**config.mk**
```make
export PLATFORM = sky130hd
export DESIGN_NAME = tile_background_filter_flat
export DESIGN_NICKNAME = d
export VERILOG_FILES = /design/src/sv/tbf_pkg.sv /design/src/sv/tbf_ifs.sv /design/src/sv/tbf_classify.sv /design/src/sv/tile_background_filter.sv /design/src/flat_wrapper.sv
export SDC_FILE = /design/constraint.sdc
export NUM_CORES = 1
export LEC_CHECK = 0
export ABC_AREA = 1
export BUFFER_PORTS_ARGS = -buffer_cell sky130_fd_sc_hd__buf_2
export CAP_MARGIN = 20
export CORE_MARGIN = 4
export CORE_UTILIZATION = 60
export CTS_BUF_LIST = sky130_fd_sc_hd__clkbuf_4 sky130_fd_sc_hd__clkbuf_8
export CTS_CLUSTER_SIZE = 20
export DETAILED_ROUTE_END_ITERATION = 7
export PLACE_DENSITY = 0.8
export RECOVER_POWER = 25
export SLEW_MARGIN = 10
export SYNTH_ARGS = -nofsm -noshare
export SYNTH_HDL_FRONTEND = slang
export SYNTH_HIERARCHICAL = 1
export SYNTH_SLANG_ARGS = --single-unit
```
**constraint.sdc**
```tcl
create_clock -name clk -period 8.3 [get_ports clk]
set_input_delay 0 -clock clk [delete_from_list [all_inputs] [get_ports clk]]
set_output_delay 0 -clock clk [all_outputs]
set_load 0.005 [all_outputs]
```
**src/sv/tbf_pkg.sv**
```systemverilog
// Shared types, constants and helpers for the tile background filter.
package tbf_pkg;

	localparam int CNT_W     = 18;
	localparam int CNT_MAX   = (1 << CNT_W) - 1;
	localparam int PIX_W     = 8;
	localparam int RATIO_W   = 9;
	localparam int CFG_IDX_W = 3;
	localparam int CFG_DATA_W = RATIO_W;

	localparam int MAX_PIXELS_DEF = 262143;

	// Gray weights (BGR to gray, Q14) and rounding term.
	localparam logic [13:0] GRAY_W0    = 14'd1868;
	localparam logic [13:0] GRAY_W1    = 14'd9617;
	localparam logic [13:0] GRAY_W2    = 14'd4899;
	localparam logic [21:0] GRAY_ROUND = 22'd8192;

	localparam logic [PIX_W-1:0]   WHITE_THR_RST   = 8'd230;
	localparam logic [RATIO_W-1:0] WHITE_SHARE_RST = 9'd128;
	localparam logic [PIX_W-1:0]   COLOR_THR_RST   = 8'd100;
	localparam logic [PIX_W-1:0]   COLOR_MARGIN_RST = 8'd10;
	localparam logic [RATIO_W-1:0] COLOR_SHARE_RST = 9'd128;

	typedef enum logic [CFG_IDX_W-1:0] {
		REG_WHITE_THR    = 3'd0,
		REG_WHITE_SHARE  = 3'd1,
		REG_COLOR_THR    = 3'd2,
		REG_COLOR_MARGIN = 3'd3,
		REG_COLOR_SHARE  = 3'd4
	} cfg_reg_t;

	typedef struct packed {
		logic [PIX_W-1:0]   white_thr;
		logic [RATIO_W-1:0] white_share;
		logic [PIX_W-1:0]   color_thr;
		logic [PIX_W-1:0]   color_margin;
		logic [RATIO_W-1:0] color_share;
	} cfg_t;

	typedef struct packed {
		logic white;
		logic color;
	} px_flags_t;

	function automatic logic [CNT_W-1:0] sat_inc(input logic [CNT_W-1:0] v,
		input logic [CNT_W-1:0] cap);
		return (v >= cap) ? v : v + 1'b1;
	endfunction

endpackage

```
**src/sv/tbf_ifs.sv**
```systemverilog
// Handshake channel interfaces for pixels in and tile verdicts out.
interface tbf_pix_if;
	logic       valid;
	logic       ready;
	logic [7:0] chan_zero;
	logic [7:0] chan_one;
	logic [7:0] chan_two;
	logic       last_pixel;

	modport source (output valid, chan_zero, chan_one, chan_two, last_pixel, input ready);
	modport sink   (input valid, chan_zero, chan_one, chan_two, last_pixel, output ready);
endinterface

interface tbf_res_if;
	logic        valid;
	logic        ready;
	logic        is_white;
	logic        is_colored;
	logic        discard;
	logic [17:0] white_total;
	logic [17:0] color_total;

	modport source (output valid, is_white, is_colored, discard, white_total, color_total,
		input ready);
	modport sink   (input valid, is_white, is_colored, discard, white_total, color_total,
		output ready);
endinterface

```
**src/sv/tbf_classify.sv**
```systemverilog
// Per-pixel classification: white by gray level, colored by a dominant green or red channel.
module tbf_classify (
	input  tbf_pkg::cfg_t      cfg,
	input  logic [7:0]         chan_zero,
	input  logic [7:0]         chan_one,
	input  logic [7:0]         chan_two,
	output tbf_pkg::px_flags_t flags
);
	import tbf_pkg::*;

	logic [21:0] gray_sum;
	logic [7:0]  gray;
	logic [8:0]  c0_m, c1_m, c2_m;
	logic        dom_one, dom_two;

	// Largest sum is 255*16384 + 8192, fits in 22 bits.
	assign gray_sum = 22'(chan_zero * GRAY_W0) + 22'(chan_one * GRAY_W1)
		+ 22'(chan_two * GRAY_W2) + GRAY_ROUND;
	assign gray = gray_sum[21:14];

	assign c0_m = {1'b0, chan_zero} + {1'b0, cfg.color_margin};
	assign c1_m = {1'b0, chan_one}  + {1'b0, cfg.color_margin};
	assign c2_m = {1'b0, chan_two}  + {1'b0, cfg.color_margin};

	assign dom_one = (chan_one > cfg.color_thr) && ({1'b0, chan_one} > c0_m)
		&& ({1'b0, chan_one} > c2_m);
	assign dom_two = (chan_two > cfg.color_thr) && ({1'b0, chan_two} > c0_m)
		&& ({1'b0, chan_two} > c1_m);

	assign flags.white = gray > cfg.white_thr;
	assign flags.color = dom_one || dom_two;

endmodule

```
**src/sv/tile_background_filter.sv**
```systemverilog
// Tile background filter top level.
// Pixels enter on pix, one transfer per cycle unless stalled; each is registered, classified
// (white by rounded BGR gray level, colored by a dominant green or red channel) and counted.
// The pixel flagged last_pixel closes the tile: its counts are latched, compared against the
// ratio registers (count*256 > ratio*total) and one verdict leaves on res, after which the
// counters restart from zero. The pipeline is input register, flag register, tile-total
// register and output register, each with its own valid so a waiting verdict does not stop
// pixels behind it until the next last pixel reaches the counters. Counters saturate at
// min(MAX_PIXELS, 262143). Configuration writes (cfg_we, cfg_idx, cfg_data) take effect on
// the next cycle; unknown indexes are ignored; write only while no tile is in flight.
module tile_background_filter #(
	parameter int MAX_PIXELS = tbf_pkg::MAX_PIXELS_DEF
) (
	input  logic                           clk,
	input  logic                           arst_n,
	input  logic                           cfg_we,
	input  logic [tbf_pkg::CFG_IDX_W-1:0]  cfg_idx,
	input  logic [tbf_pkg::CFG_DATA_W-1:0] cfg_data,
	tbf_pix_if.sink                        pix,
	tbf_res_if.source                      res
);
	import tbf_pkg::*;

	localparam logic [CNT_W-1:0] CntCap =
		(MAX_PIXELS > CNT_MAX) ? CNT_W'(CNT_MAX) : CNT_W'(MAX_PIXELS);

	cfg_t cfg_q;

	// stage 1: input register
	logic       valid_s1, last_s1;
	logic [7:0] c0_s1, c1_s1, c2_s1;
	// stage 2: pixel flags
	logic       valid_s2, last_s2;
	px_flags_t  flags_s1, flags_s2;
	// stage 3: closed tile totals
	logic             valid_s3;
	logic [CNT_W-1:0] white_s3, color_s3, total_s3;
	// running counters
	logic [CNT_W-1:0] white_cnt_q, color_cnt_q, pix_cnt_q;
	logic [CNT_W-1:0] white_nxt, color_nxt, pix_nxt;
	// output register
	logic             out_valid_q, out_white_q, out_color_q;
	logic [CNT_W-1:0] out_wtot_q, out_ctot_q;

	logic out_free, s3_free, s2_move, s2_free, s1_move, s1_free;
	logic [CNT_W+RATIO_W-1:0] white_lhs, white_rhs, color_lhs, color_rhs;
	logic cmp_white, cmp_color;

	assign out_free = !out_valid_q || res.ready;
	assign s3_free  = !valid_s3 || out_free;
	assign s2_move  = valid_s2 && (!last_s2 || s3_free);
	assign s2_free  = !valid_s2 || s2_move;
	assign s1_move  = valid_s1 && s2_free;
	assign s1_free  = !valid_s1 || s1_move;
	assign pix.ready = s1_free;

	always_ff @(posedge clk or negedge arst_n) begin
		if (!arst_n) begin
			cfg_q.white_thr    <= WHITE_THR_RST;
			cfg_q.white_share  <= WHITE_SHARE_RST;
			cfg_q.color_thr    <= COLOR_THR_RST;
			cfg_q.color_margin <= COLOR_MARGIN_RST;
			cfg_q.color_share  <= COLOR_SHARE_RST;
		end else if (cfg_we) begin
			case (cfg_reg_t'(cfg_idx))
				REG_WHITE_THR:    cfg_q.white_thr    <= cfg_data[PIX_W-1:0];
				REG_WHITE_SHARE:  cfg_q.white_share  <= cfg_data;
				REG_COLOR_THR:    cfg_q.color_thr    <= cfg_data[PIX_W-1:0];
				REG_COLOR_MARGIN: cfg_q.color_margin <= cfg_data[PIX_W-1:0];
				REG_COLOR_SHARE:  cfg_q.color_share  <= cfg_data;
				default: ;
			endcase
		end
	end

	// Stage 1
	always_ff @(posedge clk or negedge arst_n) begin
		if (!arst_n) begin
			valid_s1 <= 1'b0;
		end else if (s1_free) begin
			valid_s1 <= pix.valid;
		end
	end

	always_ff @(posedge clk) begin
		if (s1_free && pix.valid) begin
			c0_s1   <= pix.chan_zero;
			c1_s1   <= pix.chan_one;
			c2_s1   <= pix.chan_two;
			last_s1 <= pix.last_pixel;
		end
	end

	tbf_classify u_classify (
		.cfg       (cfg_q),
		.chan_zero (c0_s1),
		.chan_one  (c1_s1),
		.chan_two  (c2_s1),
		.flags     (flags_s1)
	);

	// Stage 2
	always_ff @(posedge clk or negedge arst_n) begin
		if (!arst_n) begin
			valid_s2 <= 1'b0;
		end else if (s2_free) begin
			valid_s2 <= valid_s1;
		end
	end

	always_ff @(posedge clk) begin
		if (s1_move) begin
			flags_s2 <= flags_s1;
			last_s2  <= last_s1;
		end
	end

	// Counters: the last pixel is counted into the tile totals, then they restart.
	assign white_nxt = flags_s2.white ? sat_inc(white_cnt_q, CntCap) : white_cnt_q;
	assign color_nxt = flags_s2.color ? sat_inc(color_cnt_q, CntCap) : color_cnt_q;
	assign pix_nxt   = sat_inc(pix_cnt_q, CntCap);

	always_ff @(posedge clk or negedge arst_n) begin
		if (!arst_n) begin
			white_cnt_q <= '0;
			color_cnt_q <= '0;
			pix_cnt_q   <= '0;
		end else if (s2_move) begin
			if (last_s2) begin
				white_cnt_q <= '0;
				color_cnt_q <= '0;
				pix_cnt_q   <= '0;
			end else begin
				white_cnt_q <= white_nxt;
				color_cnt_q <= color_nxt;
				pix_cnt_q   <= pix_nxt;
			end
		end
	end

	// Stage 3
	always_ff @(posedge clk or negedge arst_n) begin
		if (!arst_n) begin
			valid_s3 <= 1'b0;
		end else if (s3_free) begin
			valid_s3 <= s2_move && last_s2;
		end
	end

	always_ff @(posedge clk) begin
		if (s2_move && last_s2) begin
			white_s3 <= white_nxt;
			color_s3 <= color_nxt;
			total_s3 <= pix_nxt;
		end
	end

	assign white_lhs = {1'b0, white_s3, 8'd0};
	assign color_lhs = {1'b0, color_s3, 8'd0};
	assign white_rhs = cfg_q.white_share * total_s3;
	assign color_rhs = cfg_q.color_share * total_s3;
	assign cmp_white = white_lhs > white_rhs;
	assign cmp_color = color_lhs > color_rhs;

	// Output register
	always_ff @(posedge clk or negedge arst_n) begin
		if (!arst_n) begin
			out_valid_q <= 1'b0;
		end else if (out_free) begin
			out_valid_q <= valid_s3;
		end
	end

	always_ff @(posedge clk) begin
		if (out_free && valid_s3) begin
			out_white_q <= cmp_white;
			out_color_q <= cmp_color;
			out_wtot_q  <= white_s3;
			out_ctot_q  <= color_s3;
		end
	end

	assign res.valid       = out_valid_q;
	assign res.is_white    = out_white_q;
	assign res.is_colored  = out_color_q;
	assign res.discard     = out_white_q || out_color_q;
	assign res.white_total = out_wtot_q;
	assign res.color_total = out_ctot_q;

endmodule

```
**src/flat_wrapper.sv**
```systemverilog
// flat-port wrapper written by rule: the top's interface ports become plain ports
module tile_background_filter_flat import tbf_pkg::*;
#(
	parameter int MAX_PIXELS = tbf_pkg::MAX_PIXELS_DEF
)
  (clk, arst_n, cfg_we, cfg_idx, cfg_data, pix_valid, pix_chan_zero, pix_chan_one, pix_chan_two, pix_last_pixel, pix_ready, res_valid, res_is_white, res_is_colored, res_discard, res_white_total, res_color_total, res_ready);
  tbf_pix_if pix_i ();
  tbf_res_if res_i ();
  input  logic clk;
  input  logic arst_n;
  input  logic cfg_we;
  input  logic [tbf_pkg::CFG_IDX_W-1:0] cfg_idx;
  input  logic [tbf_pkg::CFG_DATA_W-1:0] cfg_data;
  input wire logic [$bits(pix_i.valid)-1:0] pix_valid;
  input wire logic [$bits(pix_i.chan_zero)-1:0] pix_chan_zero;
  input wire logic [$bits(pix_i.chan_one)-1:0] pix_chan_one;
  input wire logic [$bits(pix_i.chan_two)-1:0] pix_chan_two;
  input wire logic [$bits(pix_i.last_pixel)-1:0] pix_last_pixel;
  output wire logic [$bits(pix_i.ready)-1:0] pix_ready;
  output wire logic [$bits(res_i.valid)-1:0] res_valid;
  output wire logic [$bits(res_i.is_white)-1:0] res_is_white;
  output wire logic [$bits(res_i.is_colored)-1:0] res_is_colored;
  output wire logic [$bits(res_i.discard)-1:0] res_discard;
  output wire logic [$bits(res_i.white_total)-1:0] res_white_total;
  output wire logic [$bits(res_i.color_total)-1:0] res_color_total;
  input wire logic [$bits(res_i.ready)-1:0] res_ready;
  assign pix_i.valid = pix_valid;
  assign pix_i.chan_zero = pix_chan_zero;
  assign pix_i.chan_one = pix_chan_one;
  assign pix_i.chan_two = pix_chan_two;
  assign pix_i.last_pixel = pix_last_pixel;
  assign pix_ready = pix_i.ready;
  assign res_valid = res_i.valid;
  assign res_is_white = res_i.is_white;
  assign res_is_colored = res_i.is_colored;
  assign res_discard = res_i.discard;
  assign res_white_total = res_i.white_total;
  assign res_color_total = res_i.color_total;
  assign res_i.ready = res_ready;
  tile_background_filter #(.MAX_PIXELS(MAX_PIXELS)) u_core (.clk(clk), .arst_n(arst_n), .cfg_we(cfg_we), .cfg_idx(cfg_idx), .cfg_data(cfg_data), .pix(pix_i), .res(res_i));
endmodule
```
# Yosys cells after proc, flatten, opt, wreduce, memory -nomap -nowiden

Index checks and enable logic that the tools add are counted.

Register bits after elaboration: 220
Input port bits: 42
Logic and storage cells: 91
Output and inout port bits: 41

Muxes and demuxes: 8
$lt $le $gt $ge: 12
Reduce and logical (&&, ||, !) cells: 27
Eq/ne operators: 4
Add/subtract/negate cells: 9
$mul: 5

Operator list:

| kind                     | number |
|---|---|
| $mux W18                 | 8 |
| $add A18 B1 Y18 const B  | 3 |
| $ge A18 B18 Y1 const B   | 3 |
| $gt A26 B27 Y1           | 2 |
| $mul A9 B18 Y27          | 2 |
| $gt A8 B9 Y1             | 4 |
| $add A8 B8 Y9            | 3 |
| $gt A8 B8 Y1             | 3 |
| $add A19 B22 Y22         | 1 |
| $add A22 B14 Y22 const B | 1 |
| $add A22 B21 Y22         | 1 |
| $mul A8 B14 Y22 const B  | 1 |
| $mul A8 B13 Y21 const B  | 1 |
| $mul A8 B9 Y17 const B   | 1 |
| $reduce_and A2 Y1        | 5 |
| $logic_and A1 B1 Y1      | 9 |
| $logic_or A1 B1 Y1       | 7 |
| $eq A3 B2 Y1 const B     | 2 |
| $logic_not A1 Y1         | 5 |
| $eq A3 B1 Y1 const B     | 1 |
| $eq A3 B3 Y1 const B     | 1 |
| $logic_not A3 Y1         | 1 |

# Depth between registers and ports, before layout

Depth in word-level cells: 9
Gate-level depth with buffers: 39
Gate-level depth less buffers: 39

# By module

Netlist, hierarchy kept.

By module, submodules not included:

| module                 | instances | sequential area each (um^2) | area each (um^2) | cells each |
|---|---|---|---|---|
| tile_background_filter | 1         | 6,120.9                     | 20,134.3         | 2,347 |
| tbf_classify           | 1         | 0.0                         | 7,831.3          | 1,042 |

# Worst setup path before layout

Ideal clock, no wire load.

Path kind: flip-flop to flip-flop
Start: reg u_core.c0_s1[2]
End: reg u_core/flags_s2[1] (netlist bit) (data pin)
Arrival time: 7.012 ns
Path buffers: 0
Period minus slack after synthesis: 7.274 ns
Setup time: 0.262 ns
Cell stages (with the launch flop): 34
Data required time: 8.038 ns
Slack: 1.026 ns
Path through: edfxtp_1 -> inv_1 -> fa_1 -> inv_1 -> ha_1 -> fa_1 -> inv_1 -> fa_1 -> inv_1 -> ha_1 -> a21oi_1 -> o21ai_0 -> a21oi_1 -> xnor2_1 -> ha_1 -> ha_1 -> fa_1 -> inv_1 -> fa_1 -> fa_1 -> inv_1 -> ha_1 -> nand2_1 -> nor2_1 -> nor2_1 -> a21boi_0 -> nand2_1 -> nand2_1 -> nand2_1 -> ha_1 -> a21oi_1 -> o21ai_0 -> nand4_1 -> a31oi_1

RTL lines:

| element                  | line                          | source |
|---|---|---|
| start: declaration       | tile_background_filter.sv:31  | `logic [7:0] c0_s1, c1_s1, c2_s1;` |
| start signal: assignment | tile_background_filter.sv:87  | `c0_s1 <= pix.chan_zero;` |
| end signal: assignment   | tile_background_filter.sv:113 | `flags_s2 <= flags_s1;` |
| end: declaration         | tile_background_filter.sv:34  | `px_flags_t flags_s1, flags_s2;` |

==> results.md <==
- Num CTS Buffers: 39
- R2r endpoint: u_core/flags_s2[1]$_DFFE_PP_
- PwrDens: 398 nW/um^2
- Critical path class: reg2reg
- Ports: 83
- Synth Flop Type: edfxtp_1
- CP startpoint kind: register
- Clock transition at the registers of the reported paths: 0.08 ns
- Layout cell share with drive strength beyond 1: 0.0656
- # placed instances: about 4000
- Fin nets: ~4200
- Fmax: around 130 MHz
- Synth cell types: 58
- Maximum clock insertion buffer count: 3
- Slew HR: -0.232
- WP data required: 8.64 ns
- HPWL Detailed: approximately 52000 um
- First-pass GRT wire length: 111000 um
- Total die area: 50100 sq um
- Final period util: 0.945
- Syn Area/Cell: 8.25 sq um
- Critical Path Source: u_core/c0_s1[4]$_DFFE_PP_
- Total power: 12.0 mW
- Initial antenna violation count: 1
- Worst r2r src: u_core/c0_s1[4]$_DFFE_PP_
- Slowest CP cell: fa_1
- CP bufs+invs: 7
- Sequential cell area: 6120 sq um
- Hold Crit Class: in2reg
- Final hold slack: 0.0802 ns
- Final Max Slew Viols: 32
- Post_cts resized: 0
- Ranking of synthesized cells by area: fa_1 (23%), ha_1 (16%), edfxtp_1 (13%)
- Fillers: 3592
- Synth top area share: 0.226
- Number of flops mapped to enable cells by yosys: 120
- Leak pwr: ~17 nW
- Slowest stage delay, CP: 0.54 ns
- Hold path start: cfg_idx[0]
- CP dominant cell by count: inv_1
- #FFs+latches synth: 220
- Die height: 224 um
- Clk sink count: 220
- Skew final: approximately 0.036 ns
- Reg2reg setup slack: 0.46 ns
- Final setup fails: 0
- Hold worst-path end: u_core/cfg_q[40]$_DFFE_PN1P_
- Core Util, Final: 0.659
- Cell Area, Synth: between 20000 and 30000 sq um
- Worst Tran Pin Value: 1.85 ns
- Average wire per standard cell: 16.2 um
- Sequential share of the synthesized area: 0.219
- Remaining global-route overflow: 0
- Hold Path Stages: 4
- Layout area overhead: 7.94%
- Max_cap viols: 1
- DRT iter0 DRCs: 1712
- Most common cell after layout, fill and taps aside: inv_1
- Port Buf Inserts: 82
- Delay-heaviest family, CP: adder cells
- Yosys Warn Count: 6
- CTS tree: yes
- Crit. End Element: register
- Hold Vio Cnt, Final: 0
- Avg Vias per Cell: 5.30
- Violated checks: capacitance limit, slew limit
- Cells after Synth: 3389
- Non-Filler Instances: 4122
- Core Region: about 46000 sq um
- Clk_lat worst skew: 0.61 ns
- Pre-Repair DR Iteration Count: 6
- Largest area contributor in the netlist: fa_1
- Pin count of the biggest net entering global routing: 70
- Global-route usage over all layers: 0.271
- Commonest cells after routing, fill and taps aside: inv_1 (921), nand2_1 (728), ha_1 (356)
- Multi-input logic area: 18000 sq um
- Worst-path fanout max: 5
- Initial Util: 0.611
- Maximum vdd ir drop: roughly 530 uV
- Die Width: 224 um
- Setup_tns: 0 ns
- Asr flop ratio synth: 0.455
- RePlAce Congestion: 0.927
- R2R depth: 34
- Syn_nets: 4103
- CP arrival: 8.18 ns
- Fin crit period: ~8 ns
- Residual DRC: 0
- Vias in the first global route: 22343
- Row count: 78
- Total wire length: 66900 um
- Status: finished, violations left
- H-tree depth: 2
- Routed Antenna Nets: 0
- Vias: 21855
- CTS root buf: clkbuf_8
-- logic make-up after synthesis --
logic type | count (synthesis) | synth area share
xor+xnor | 116 | 0.0371
flops | 220 | 0.219
compound gates | 334 | 0.0675
buf+inv | 1018 | 0.137
fa+ha+maj | 672 | 0.385
simple gates | 1029 | 0.154
-- metrics by stage --
step	cell area, sq um	setup WS, ns
after global placement	28900	0.568
after detailed placement	28900	0.484
after floorplan	28000	1.03
after global routing	30200	-0.00468
final	30200	0.460
after CTS	30100	0.460
-- report_power, final --
group	switching [mW]	leakage, nW	internal (mW)
Sequential	0.224	2.46	1.28
Clock	0.489	0.426	0.567
Combinational	5.76	14.4	3.68
Total	6.47	17.2	5.53
-- metal layers --
metal / up-vias / track usage / part of all wire
li1: 10522 / - / -
met1: 10465 / 0.364 / 0.42
met2: 726 / 0.458 / 0.48
met3: 142 / 0.0429 / 0.071
met4: 0 / 0.0805 / 0.030
met5: - / 0 / 0
-- worst max-delay path by stage --
stage                                               to  slack, ns  cells after the start
after CTS                 u_core/flags_s2[1]$_DFFE_PP_       0.46                     33
after global placement    u_core/flags_s2[1]$_DFFE_PP_       0.57                     33
after global routing      u_core/flags_s2[1]$_DFFE_PP_     -0.005                     33
final                     u_core/flags_s2[1]$_DFFE_PP_       0.46                     34
after detailed placement  u_core/flags_s2[1]$_DFFE_PP_       0.48                     33
after floorplan           u_core/flags_s2[1]$_DFFE_PP_       1.03                     33
-- repair_timing --
item | CTS | global route
hold endpoints to repair | 102 | 0
hold buffers | 39 | 0
buffers inserted | 0 | 7
endpoints found under the setup margin | 0 | 1
-- state kept, by name, indices dropped and copies added (netlist names) --
signal and count:
u_core/cfg_q 42, u_core/color_cnt_q 18, u_core/color_s3 18, u_core/pix_cnt_q 18
u_core/res.color_total 18, u_core/res.white_total 18, u_core/total_s3 18, u_core/white_cnt_q 18
u_core/white_s3 18, u_core/c0_s1 8, u_core/c1_s1 8, u_core/c2_s1 8
u_core/flags_s2 2, u_core/last_s1 1, u_core/last_s2 1, u_core/res.is_colored 1
u_core/res.is_white 1, u_core/res.valid 1, u_core/valid_s1 1, u_core/valid_s2 1
u_core/valid_s3 1
-- tightest hold or removal path, delay by kind of cell --
kind	cells	cell delay, ns
AO/OA/AOI/OAI	1	0.13
buffers and inverters	1	0.14
AND/OR/NAND/NOR	2	0.39
-- layout make-up --
type                    instances  area share
clock buffers                  56      0.0224
flip-flops and latches        220       0.203
clock inverters                15     0.00419
inverters                     932       0.116
repair buffers                146      0.0328
multi-input cells            2151       0.597
diodes                          2    0.000166
well taps                     600      0.0249
-- cell usage after synthesis, types with 4 or more instances --
library cell    n
inv_1         922
nand2_1       728
ha_1          356
fa_1          316
a21oi_1       125
edfxtp_1      120
nor2_1        119
o21ai_0       114
dfrtp_1        88
xor2_1         84
nand3_1        80
clkbuf_1       74
nor3_1         32
o22ai_1        29
xnor2_1        29
nand4_1        21
o21bai_1       17
dfstp_2        12
inv_2          10
nor4_1         10
buf_1           8
a21o_1          7
a22o_1          6
nand3_2         6
or2_2           6
o211ai_1        5
o21ai_1         5
a211oi_1        4
a31oi_1         4
nand2_2         4
nor2_2          4
o21a_1          4
(Power assumes the default switching activity.)
